===== src/rtl/core/lct_pkg.sv =====
// Shared constants and types for the LRU cache eviction tracker.
package lct_pkg;

  // Key and configuration widths
  localparam int KEY_W  = 32;
  localparam int CAP_W  = 5;
  localparam int DATA_W = 32;
  localparam int ADDR_W = 3;

  // Register map and reset values
  localparam logic [ADDR_W-1:0] REG_CAPACITY = 3'd0;
  localparam logic [CAP_W-1:0]  CAP_RESET    = 5'd16;

  // Status returned by the shared compare unit
  typedef struct packed {
    logic match;  // stored key equals the request key
    logic take;   // scan: rank is at or above the running maximum; age: entry must age
  } unit_res_t;

endpackage


===== src/rtl/core/lct_ram.sv =====
// Generic single-write, single-read RAM with registered read data.
module lct_ram #(
  parameter int WIDTH = 36,
  parameter int DEPTH = 16
) (
  input  logic                                    clk,
  input  logic                                    we,
  input  logic [((DEPTH > 1) ? $clog2(DEPTH) : 1)-1:0] waddr,
  input  logic [WIDTH-1:0]                        wdata,
  input  logic                                    re,
  input  logic [((DEPTH > 1) ? $clog2(DEPTH) : 1)-1:0] raddr,
  output logic [WIDTH-1:0]                        rdata
);

  logic [WIDTH-1:0] mem [DEPTH];

  // Write port
  always_ff @(posedge clk) begin
    if (we) begin
      mem[waddr] <= wdata;
    end
  end

  // Registered read port
  always_ff @(posedge clk) begin
    if (re) begin
      rdata <= mem[raddr];
    end
  end

endmodule


===== src/rtl/core/lct_unit.sv =====
// Shared compare unit: key match, one rank comparator and rank increment.
module lct_unit #(
  parameter int RW = 4
) (
  input  logic [lct_pkg::KEY_W-1:0] key,
  input  logic [lct_pkg::KEY_W-1:0] rd_key,
  input  logic [RW-1:0]             rd_rank,
  input  logic [RW-1:0]             best,
  input  logic [RW-1:0]             limit,
  input  logic                      age_mode,
  input  logic                      age_all,
  output lct_pkg::unit_res_t        res,
  output logic [RW-1:0]             rank_inc
);

  logic [RW-1:0] operand;
  logic          rank_lt;

  // Pick the comparator operand: running maximum while scanning, age limit while aging
  assign operand = age_mode ? limit : best;
  assign rank_lt = rd_rank < operand;

  // Drive status and the aged rank
  assign res.match = (rd_key == key);
  assign res.take  = age_mode ? (age_all | rank_lt) : ~rank_lt;
  assign rank_inc  = rd_rank + RW'(1);

endmodule


===== src/rtl/core/lru_cache_eviction_tracker_core.sv =====
// Top level of the LRU cache eviction tracker: sequencer, registers and storage.
//
//  channel | direction | handshake           | payload
//  --------+-----------+---------------------+-------------------------------
//  in      | in        | in_valid / in_stall  | key
//  out     | out       | out_valid / out_stall| evicted, evicted_key, hit
//  cfg     | in        | APB psel / penable   | capacity at byte address 0
//
// A request runs from acceptance to a loaded result through a lookup pass and an aging
// pass (one RAM read per filled entry, each pass ending once the last read data is in),
// then the slot write and the result load. An empty cache skips both passes; the next
// request can be taken in the cycle after the load. rst is synchronous, empties the
// cache and returns capacity to 16. A stalled result sits in the output register while
// the next request is taken.
module lru_cache_eviction_tracker_core #(
  parameter int ENTRIES = 16
) (
  input  logic                              clk,
  input  logic                              rst,
  // request channel
  input  logic                              in_valid,
  output logic                              in_stall,
  input  logic signed [lct_pkg::KEY_W-1:0]  key,
  // result channel
  output logic                              out_valid,
  input  logic                              out_stall,
  output logic                              evicted,
  output logic signed [lct_pkg::KEY_W-1:0]  evicted_key,
  output logic                              hit,
  // configuration port
  input  logic                              psel,
  input  logic                              penable,
  input  logic                              pwrite,
  input  logic [lct_pkg::ADDR_W-1:0]        paddr,
  input  logic [lct_pkg::DATA_W-1:0]        pwdata,
  output logic [lct_pkg::DATA_W-1:0]        prdata,
  output logic                              pready
);

  localparam int IW = (ENTRIES > 1) ? $clog2(ENTRIES) : 1;
  localparam int RW = IW;
  localparam int CW = $clog2(ENTRIES + 1);
  localparam int EW = (CW > lct_pkg::CAP_W) ? CW : lct_pkg::CAP_W;
  localparam int WW = lct_pkg::KEY_W + RW;

  localparam logic [2:0] ST_IDLE   = 3'd0;
  localparam logic [2:0] ST_SCAN   = 3'd1;
  localparam logic [2:0] ST_AGE    = 3'd2;
  localparam logic [2:0] ST_WRITE  = 3'd3;
  localparam logic [2:0] ST_FINISH = 3'd4;

  logic [2:0]                 state;
  logic [lct_pkg::CAP_W-1:0]  cap;
  logic [CW-1:0]              fill;
  logic [lct_pkg::KEY_W-1:0]  key_reg;
  logic [CW-1:0]              cnt;
  logic                       pvalid;
  logic [IW-1:0]              pidx;
  logic                       hit_found;
  logic [IW-1:0]              hit_slot;
  logic [RW-1:0]              hit_rank;
  logic [IW-1:0]              lru_slot;
  logic [lct_pkg::KEY_W-1:0]  lru_key;
  logic [RW-1:0]              best;
  logic                       res_ev;

  logic                       in_accept;
  logic                       cfg_write;
  logic [EW-1:0]              cap_ext;
  logic [EW-1:0]              eff_cap;
  logic                       not_full;
  logic                       issue;
  logic                       last;
  logic [IW-1:0]              target;
  logic                       out_load;

  logic                       ram_we;
  logic [IW-1:0]              ram_waddr;
  logic [WW-1:0]              ram_wdata;
  logic [WW-1:0]              ram_rdata;
  logic [lct_pkg::KEY_W-1:0]  rd_key;
  logic [RW-1:0]              rd_rank;

  lct_pkg::unit_res_t         ures;
  logic [RW-1:0]              rank_inc;

  // Handshake terms
  assign in_accept = in_valid & ~in_stall;
  assign in_stall  = rst | (state != ST_IDLE);
  assign out_load  = (state == ST_FINISH) & (~out_valid | ~out_stall);

  // Configuration port
  assign cfg_write = psel & penable & pwrite & pready;
  assign pready    = 1'b1;
  assign prdata    = (paddr == lct_pkg::REG_CAPACITY) ?
                     lct_pkg::DATA_W'(cap) : '0;

  always_ff @(posedge clk) begin
    if (rst) begin
      cap <= lct_pkg::CAP_RESET;
    end else if (cfg_write && paddr == lct_pkg::REG_CAPACITY) begin
      cap <= pwdata[lct_pkg::CAP_W-1:0];
    end
  end

  // Clamp capacity to 1..ENTRIES
  assign cap_ext  = EW'(cap);
  assign eff_cap  = (cap_ext == '0) ? EW'(1) :
                    ((cap_ext > EW'(ENTRIES)) ? EW'(ENTRIES) : cap_ext);
  assign not_full = EW'(fill) < eff_cap;

  // Pass control: issue one read per entry, process its data in the cycle after
  assign issue  = ((state == ST_SCAN) || (state == ST_AGE)) && (cnt < fill);
  assign last   = pvalid && (CW'(pidx) == (fill - CW'(1)));
  assign target = hit_found ? hit_slot : (not_full ? fill[IW-1:0] : lru_slot);

  // Key and rank storage
  lct_ram #(
    .WIDTH (WW),
    .DEPTH (ENTRIES)
  ) u_ram (
    .clk   (clk),
    .we    (ram_we),
    .waddr (ram_waddr),
    .wdata (ram_wdata),
    .re    (issue),
    .raddr (cnt[IW-1:0]),
    .rdata (ram_rdata)
  );

  assign rd_key  = ram_rdata[WW-1:RW];
  assign rd_rank = ram_rdata[RW-1:0];

  // Shared compare unit
  lct_unit #(
    .RW (RW)
  ) u_unit (
    .key      (key_reg),
    .rd_key   (rd_key),
    .rd_rank  (rd_rank),
    .best     (best),
    .limit    (hit_rank),
    .age_mode (state == ST_AGE),
    .age_all  (~hit_found),
    .res      (ures),
    .rank_inc (rank_inc)
  );

  // RAM write: age entries during the aging pass, then place the request key
  always_comb begin
    ram_we    = 1'b0;
    ram_waddr = pidx;
    ram_wdata = {rd_key, rank_inc};
    if (state == ST_AGE) begin
      ram_we = pvalid & ures.take;
    end else if (state == ST_WRITE) begin
      ram_we    = 1'b1;
      ram_waddr = target;
      ram_wdata = {key_reg, RW'(0)};
    end
  end

  // Sequencer
  always_ff @(posedge clk) begin
    if (rst) begin
      state     <= ST_IDLE;
      fill      <= '0;
      cnt       <= '0;
      pvalid    <= 1'b0;
      hit_found <= 1'b0;
    end else begin
      unique case (state)
        ST_IDLE: begin
          if (in_accept) begin
            key_reg   <= key;
            hit_found <= 1'b0;
            best      <= '0;
            cnt       <= '0;
            pvalid    <= 1'b0;
            state     <= (fill == '0) ? ST_WRITE : ST_SCAN;
          end
        end
        ST_SCAN, ST_AGE: begin
          pvalid <= issue;
          pidx   <= cnt[IW-1:0];
          if (issue) begin
            cnt <= cnt + CW'(1);
          end
          // Lookup pass: record the first match and the oldest entry
          if (state == ST_SCAN && pvalid) begin
            if (ures.match && !hit_found) begin
              hit_found <= 1'b1;
              hit_slot  <= pidx;
              hit_rank  <= rd_rank;
            end
            if (ures.take) begin
              best     <= rd_rank;
              lru_slot <= pidx;
              lru_key  <= rd_key;
            end
          end
          // Last read data is in: no read is issued this cycle
          if (last) begin
            cnt   <= '0;
            state <= (state == ST_SCAN) ? ST_AGE : ST_WRITE;
          end
        end
        ST_WRITE: begin
          res_ev <= ~hit_found & ~not_full;
          if (!hit_found && not_full) begin
            fill <= fill + CW'(1);
          end
          state <= ST_FINISH;
        end
        ST_FINISH: begin
          if (out_load) begin
            state <= ST_IDLE;
          end
        end
        default: begin
          state <= ST_IDLE;
        end
      endcase
    end
  end

  // Result valid: set on load, drop once taken
  always_ff @(posedge clk) begin
    if (rst) begin
      out_valid <= 1'b0;
    end else if (out_load) begin
      out_valid <= 1'b1;
    end else if (!out_stall) begin
      out_valid <= 1'b0;
    end
  end

  // Result register
  always_ff @(posedge clk) begin
    if (out_load) begin
      hit         <= hit_found;
      evicted     <= res_ev;
      evicted_key <= res_ev ? lru_key : '0;
    end
  end

endmodule


===== config.mk =====
export PLATFORM = sky130hd
export DESIGN_NAME = lru_cache_eviction_tracker_core
export DESIGN_NICKNAME = d
export VERILOG_FILES = /design/src/rtl/core/lct_pkg.sv /design/src/rtl/core/lct_ram.sv /design/src/rtl/core/lct_unit.sv /design/src/rtl/core/lru_cache_eviction_tracker_core.sv
export SDC_FILE = /design/constraint.sdc
export NUM_CORES = 1
export LEC_CHECK = 0
export CAP_MARGIN = 10
export CORE_MARGIN = 3
export CORE_UTILIZATION = 50
export DETAILED_ROUTE_END_ITERATION = 10
export DONT_BUFFER_PORTS = 1
export PLACE_DENSITY = 0.65
export REMOVE_ABC_BUFFERS = 1
export SYNTH_ARGS = -nofsm -noshare
export SYNTH_HDL_FRONTEND = slang
export SYNTH_SLANG_ARGS = --single-unit

===== constraint.sdc =====
create_clock -name clk -period 8 [get_ports clk]
set_clock_uncertainty 0.15 [all_clocks]
set_input_delay 1.6 -clock clk [delete_from_list [all_inputs] [get_ports clk]]
set_output_delay 1.6 -clock clk [all_outputs]
set_load 0.02 [all_outputs]

==> results of run 1 <==
-- cells by family (layout without fill, tap and decap cells) --
kind of cell | count (synthesis) | after routing | share of synthesized area [%]
multiplexers | 192 | 192 | 14.2
AND/OR/NAND/NOR | 255 | 255 | 4.47
other | 2 | 28 | 0.0256
adder cells (fa/ha/maj) | 15 | 15 | 0.640
AO/OA/AOI/OAI | 51 | 51 | 1.26
buffers and inverters | 103 | 185 | 1.88
XOR/XNOR | 42 | 42 | 1.25
flip-flops | 752 | 752 | 76.2
-- synth_stat cells (3+ instances only) --
| master | n |
|---|---|
| xnor2_1 | 12 |
| nand2_1 | 112 |
| buf_2 | 15 |
| dfxtp_1 | 21 |
| mux4_2 | 180 |
| nand3b_1 | 5 |
| o21ai_0 | 7 |
| clkbuf_8 | 3 |
| inv_1 | 11 |
| xor2_1 | 30 |
| edfxtp_1 | 731 |
| and2_1 | 42 |
| buf_4 | 29 |
| a21o_1 | 3 |
| or4_1 | 3 |
| nand2b_1 | 3 |
| nand4_1 | 5 |
| nand3_1 | 9 |
| nor2_1 | 21 |
| nor2b_1 | 3 |
| a21oi_1 | 14 |
| or3_1 | 4 |
| nor3_2 | 5 |
| o221a_2 | 3 |
| clkbuf_1 | 42 |
| ha_1 | 15 |
| mux2i_1 | 11 |
| nor3_1 | 19 |
| nor4_1 | 9 |
-- final timing paths --
kind                                  start                    endpoint  slack (ns)  cells past startpoint
setup / recovery      state[1]$_SDFFE_PP0P_  u_ram.mem[8][23]$_DFFE_PP_        3.32                     10
hold / removal    u_ram.rdata[17]$_DFFE_PP_       lru_key[13]$_DFFE_PP_        0.35                      0
setup reg to reg      state[1]$_SDFFE_PP0P_  u_ram.mem[8][23]$_DFFE_PP_        3.32                     10
hold reg to reg   u_ram.rdata[17]$_DFFE_PP_       lru_key[13]$_DFFE_PP_        0.35                      0
-- report_power, final --
group	internal, W	switching, W	leakage (nW)
clock	0.00193	0.00141	1.14
sequential	0.00431	0.0000196	6.76
combinational	0.0000380	0.000101	2.21
-- layout by cell type, fill, tap and decap left out, types with 4 or more instances in the layout --
cell type / count
o21ai_0: 7
xor2_1: 30
nand3b_1: 5
edfxtp_1: 731
nor2_1: 20
clkbuf_16: 77
dfxtp_4: 4
nor4_1: 8
nor3_4: 4
bufinv_16: 4
nor3_1: 7
nand4_1: 5
inv_6: 4
clkinv_2: 11
a21oi_1: 13
mux4_2: 180
nor3_2: 13
buf_4: 38
dfxtp_1: 17
clkinv_1: 12
xnor2_1: 12
or3_1: 4
nand3_1: 9
ha_1: 15
clkbuf_1: 21
inv_1: 11
and2_1: 42
mux2i_1: 11
conb_1: 28
nand2_1: 111
-- stage by stage --
stage,instances,hold WS (ns)
floorplan,1346,0.306
global placement,2148,0.322
detailed placement,2148,0.334
CTS,2284,0.348
global route,2285,0.365
finish,2285,0.348
-- critical path, stage by stage (launching register included) --
cell and delay [ns]:
dfxtp_1 0.53, nor3b_4 0.40, mux2i_1 0.25, ha_1 0.26
and3_2 0.21, a221o_1 0.30, a21oi_2 0.15, o221a_2 0.25
or3b_4 0.46, nor3_4 0.69, buf_4 0.64
-- area by class of cell --
cell class	count	area (µm²)
Clock inverter	35	287
Multi-Input combinational cell	583	6630
Timing Repair Buffer	38	285
Sequential cell	752	22400
Inverter	11	41.3
Tap cell	765	957
Fill cell	4308	25300
Clock buffer	101	2050
-- per-layer routing --
layer	global-route usage, %	vias up	share of wire [%]
li1	-	5781	-
met1	30.9	7236	42
met2	33.9	522	49
met3	3.37	104	7.1
met4	6.33	8	2.3
met5	0	-	0.089
==> metrics.md, run 1 <==
| Metric | Value |
|---|---|
| Crit. End Element | `register` |
| Io pins | `143` |
| Num CTS Buffers | `75` |
| Crit path required time | `8.08 ns` |
| WL/cell | `27.9 µm` |
| FF+latch count, synth | `752` |
| Height of the die | `248 µm` |
| DR iter-0 viols | `1,450` |
| Final Cell Area | `32,600 µm²` |
| Drt drc | `0` |
| FP Rows | `88` |
| Fmax | `214 MHz` |
| RSZ-0062 raised after global routing | `no` |
| Final setup vio count | `0` |
| Pre-CTS WS | `3.36 ns` |
| CTS root buf | `clkbuf_16` |
| Largest cells by area after synthesis | `edfxtp_1 75%, mux4_2 14%, dfxtp_1 1.4%` |
| CP startpoint kind | `register` |
| Sequential fraction of the synthesis area | `76.2%` |
| Setup tns final | `0 ns` |
| Post CTS Setup Buffer Count | `0` |
| Syn_area_per_cell | `20.8 µm²` |
| Post-layout net count | `1,550` |
| Tot Pwr | `0.00782 W` |
| H-tree depth | `3` |
| Synth warn | `0` |
| Sinks on Clock Net | `752` |
| Worst VDD drop | `0.135 mV` |
| Via count | `13,651` |
| Area grow syn2layout | `11.2%` |
| Overall routed net length | `63.8 mm` |
| Worst Path Max Fanout | `26` |
| Maximum clock insertion buffer count | `3` |
| Post-synth cell types | `62` |
| Endpoints failing hold | `0` |
| Largest regs | `u_ram.mem x576, u_ram.rdata x36` |
| Synthesized area | `29,300 µm²` |
| Final worst slack | `3.32 ns` |
| Overflow after GRT | `0` |
| Area of the core | `57,900 µm²` |
| Post-synth EDFFs | `731` |
| Worst Path Arrival | `4.75 ns` |
| Hold Crit Class | `register to register` |
| CTS tree | `yes` |
| Largest net degree at the start of global routing | `61` |
| Post-synth ARST share | `0%` |
| PwrDens | `239 nW/µm²` |
| Max reg flops | `576` |
| Post-synthesis cell count | `1,412` |
| Main flop type after synthesis | `edfxtp_1` |
| Vias per cell | `5.97` |
| Critical path class | `register to register` |
| Worst slew margin | `28.9%` |
| Post-DP Area | `30,300 µm²` |
| Die width | `248 µm` |
| Synth top area share | `74.8%` |
| DRT Pass-1 Iters | `6` |
| Final cycle utilization of the critical path | `58.5%` |
| Final HPWL DP | `34.0 mm` |
| Die Area | `61,600 µm²` |
| Post-layout min period | `4.68 ns` |
| Outcome | `finished, final reports clean` |
| Number of max-cap violations | `0` |
| Hold buffers post-CTS | `0` |
| Area leader, netlist | `edfxtp_1` |
| Initial antenna violation count | `4` |
| Final Util | `56.3%` |
| Starting density of the core | `50.7%` |
| Leak | `10.1 nW` |
| Port bufs | `0` |
| Worst-path clk slew | `0.06 ns` |
| Vias in the first global route | `13,847` |
| Post-CTS sizing | `0` |
| Least-Margin Pin Slew | `1.07 ns` |
| Pins Over Slew Limit | `0` |
| GR Util All Layers | `21.3%` |
| Routed Antenna Nets | `0` |
| Share of layout cells above drive strength 1 | `24.2%` |
| Register bank with the most flops | `u_ram.mem` |
| Clock latency at the later pin of the worst-skew pair | `0.59 ns` |
| First-pass GRT wire length | `93.7 mm` |
| ANT cells | `0` |
| Routability Congestion | `0.762` |
Power figures use the tool's default switching activity.
==> run 2, diff against run 1 <==
Clock period 8 ns to 4.7 ns, I/O delays scaled along.
==> run 2 against run 1 <==
  * Clock power rose by 74%
  * Via count is 0.16% lower
  * Total power up 72%
  * Die area is the same
  * Register-to-register slack got worse by 2.7 ns
  * Fmax increased by 15%
  * Combinational power increased by 75%
  * Critical path type unchanged
  * Non-clock buffer count increased by 10
  * Hold slack got worse by 0.097 ns
  * Worst setup slack lost 2.7 ns
  * Wire length is 0.28% lower
  * Cell area grew 0.58%
==> metrics.md, run 2 (synthesized netlist as in run 1, its figures left out) <==
| Metric | Value |
|---|---|
| Initial antenna violation count | `2 (-2)` |
| H-tree depth | `3 (unchanged)` |
| Final HPWL DP | `34.8 mm (+2.4%)` |
| Clock latency at the later pin of the worst-skew pair | `0.61 ns (+0.02 ns)` |
| Die Area | `61,600 µm² (unchanged)` |
| Area grow syn2layout | `11.9%` |
| Drt drc | `0 (unchanged)` |
| ANT cells | `0 (unchanged)` |
| Post-layout min period | `4.07 ns (-0.605 ns)` |
| Final Util | `56.7% (+0.33 points)` |
| DR iter-0 viols | `1,424 (-1.8%)` |
| WL/cell | `27.8 µm (-0.54%)` |
| Worst slew margin | `31.0% (+2.1 points)` |
| Final cycle utilization of the critical path | `86.6% (+28 points)` |
| Final Cell Area | `32,800 µm² (+0.58%)` |
| Overall routed net length | `63.7 mm (-0.28%)` |
| Via count | `13,629 (-0.16%)` |
| Vias in the first global route | `13,674 (-1.2%)` |
| GR Util All Layers | `21.3% (+0.045 points)` |
| Overflow after GRT | `0 (unchanged)` |
| Post-CTS sizing | `0 (unchanged)` |
| Num CTS Buffers | `75 (unchanged)` |
| Post CTS Setup Buffer Count | `0 (unchanged)` |
| Routed Antenna Nets | `0 (unchanged)` |
| Largest regs | `u_ram.mem x576, u_ram.rdata x36` |
| Starting density of the core | `50.7% (unchanged)` |
| Endpoints failing hold | `0 (unchanged)` |
| Register bank with the most flops | `u_ram.mem` |
| Hold buffers post-CTS | `0 (unchanged)` |
| Area of the core | `57,900 µm² (unchanged)` |
| Least-Margin Pin Slew | `1.03 ns (-0.0309 ns)` |
| Outcome | `finished, final reports clean` |
| Vias per cell | `5.95 (-0.42%)` |
| Die width | `248 µm (unchanged)` |
| Worst Path Arrival | `4.21 ns (-0.54 ns)` |
| DRT Pass-1 Iters | `8 (+2)` |
| FP Rows | `88 (unchanged)` |
| Worst Path Max Fanout | `12 (-54%)` |
| Sinks on Clock Net | `752 (unchanged)` |
| CTS root buf | `clkbuf_16` |
| Most common cell after layout, fill and taps aside | `edfxtp_1` |
| Port bufs | `0 (unchanged)` |
| Most frequent cells in the layout | `731 x edfxtp_1, 180 x mux4_2, 111 x nand2_1` |
| Worst VDD drop | `0.238 mV (+77%)` |
| Routability Congestion | `0.750 (-1.5%)` |
| Hold Crit Class | `primary input to register` |
| Fmax | `246 MHz (+15%)` |
| Io pins | `143 (unchanged)` |
| CP startpoint kind | `register` |
| Post-layout net count | `1,560 (+0.65%)` |
| Max reg flops | `576 (unchanged)` |
| Pins Over Slew Limit | `0 (unchanged)` |
| Critical path class | `register to register` |
| Crit. End Element | `register` |
| Crit path required time | `4.84 ns (-3.24 ns)` |
| Maximum clock insertion buffer count | `3 (unchanged)` |
| Number of max-cap violations | `0 (unchanged)` |
| CTS tree | `yes` |
| Largest net degree at the start of global routing | `149 (+140%)` |
| Leak | `10.2 nW (+0.84%)` |
| PwrDens | `409 nW/µm² (+71%)` |
| Share of layout cells above drive strength 1 | `24.2% (+0.036 points)` |
| Post-DP Area | `30,500 µm² (+0.55%)` |
| Final setup vio count | `0 (unchanged)` |
| First-pass GRT wire length | `93.6 mm (about the same)` |
| R2R setup slack | `0.63 ns (-2.69 ns)` |
| Worst-path clk slew | `0.06 ns (about the same)` |
| Height of the die | `248 µm (unchanged)` |
| RSZ-0062 raised after global routing | `no` |
run 2: cell types whose count changed in the layout (fill, tap and decap cells not counted):
| cell | before | now |
|---|---|---|
| clkinv_4 | 1 | 0 |
| dfxtp_4 | 4 | 3 |
| clkinv_16 | 0 | 1 |
| dfxtp_2 | 0 | 1 |
| clkinvlp_4 | 3 | 0 |
| clkbuf_16 | 77 | 78 |
| bufinv_16 | 4 | 6 |
| clkinv_2 | 11 | 7 |
| buf_12 | 0 | 7 |
| buf_4 | 38 | 41 |
| inv_6 | 4 | 3 |
| clkbuf_1 | 21 | 18 |
| clkbuf_8 | 3 | 0 |
| clkinv_1 | 12 | 19 |
run 2: path summary, 6_finish.rpt:
| path | cells past startpoint | end | start |
|---|---|---|---|
| worst max-delay path | 10 | u_ram.mem[9][33]$_DFFE_PP_ | state[1]$_SDFFE_PP0P_ |
| worst min-delay path | 1 | cap[3]$_SDFFE_PP0P_ | rst |
| worst max register to register | 10 | u_ram.mem[9][33]$_DFFE_PP_ | state[1]$_SDFFE_PP0P_ |
| worst min register to register | 0 | lru_key[9]$_DFFE_PP_ | u_ram.rdata[13]$_DFFE_PP_ |
run 2: final cells by class:
type                            instances  area (µm²)
Clock buffer                           96        2020
Clock inverter                         36         343
Fill cell                            4217       25100
Inverter                               11        41.3
Multi-Input combinational cell        583        6630
Sequential cell                       752       22400
Tap cell                              765         957
Timing Repair Buffer                   48         448
run 2: routing by layer:
metal	global-route usage [%]	wire length, µm
met4	6.52	1510
met3	3.88	4490
met5	0	0
met2	33.3	30700
met1	31.0	26900
run 2: worst max-delay path: stages, from the launching register on:
cell and delay [ns]:
dfxtp_1 0.50, nor3b_4 0.41, mux2i_1 0.25, ha_1 0.28, and3_2 0.21, a221o_1 0.31, a21oi_2 0.16, o221a_2 0.26
or3b_4 0.46, nor3_4 0.43, buf_4 0.34
run 2: metrics by stage:
stage	power, W	TNS [ns]	std cells	hold WS [ns]	setup slack [ns]
after detailed placement	0.00776	0	2159	0.336	0.624
after global placement	0.00775	0	2159	0.325	0.705
after CTS	0.0135	0	2291	0.208	0.631
final	0.0134	0	2291	0.251	0.628
after floorplan	0.00768	-518.56	1346	0.306	-3.12
after global routing	0.0138	0	2291	0.223	0.458
run 2: where the power goes:
part | internal (W) | total, W | switching [W]
Sequential | 0.00734 | 0.00738 | 0.0000322
Clock | 0.00337 | 0.00580 | 0.00243
Combinational | 0.0000668 | 0.000243 | 0.000176
Total | 0.0108 | 0.0134 | 0.00264
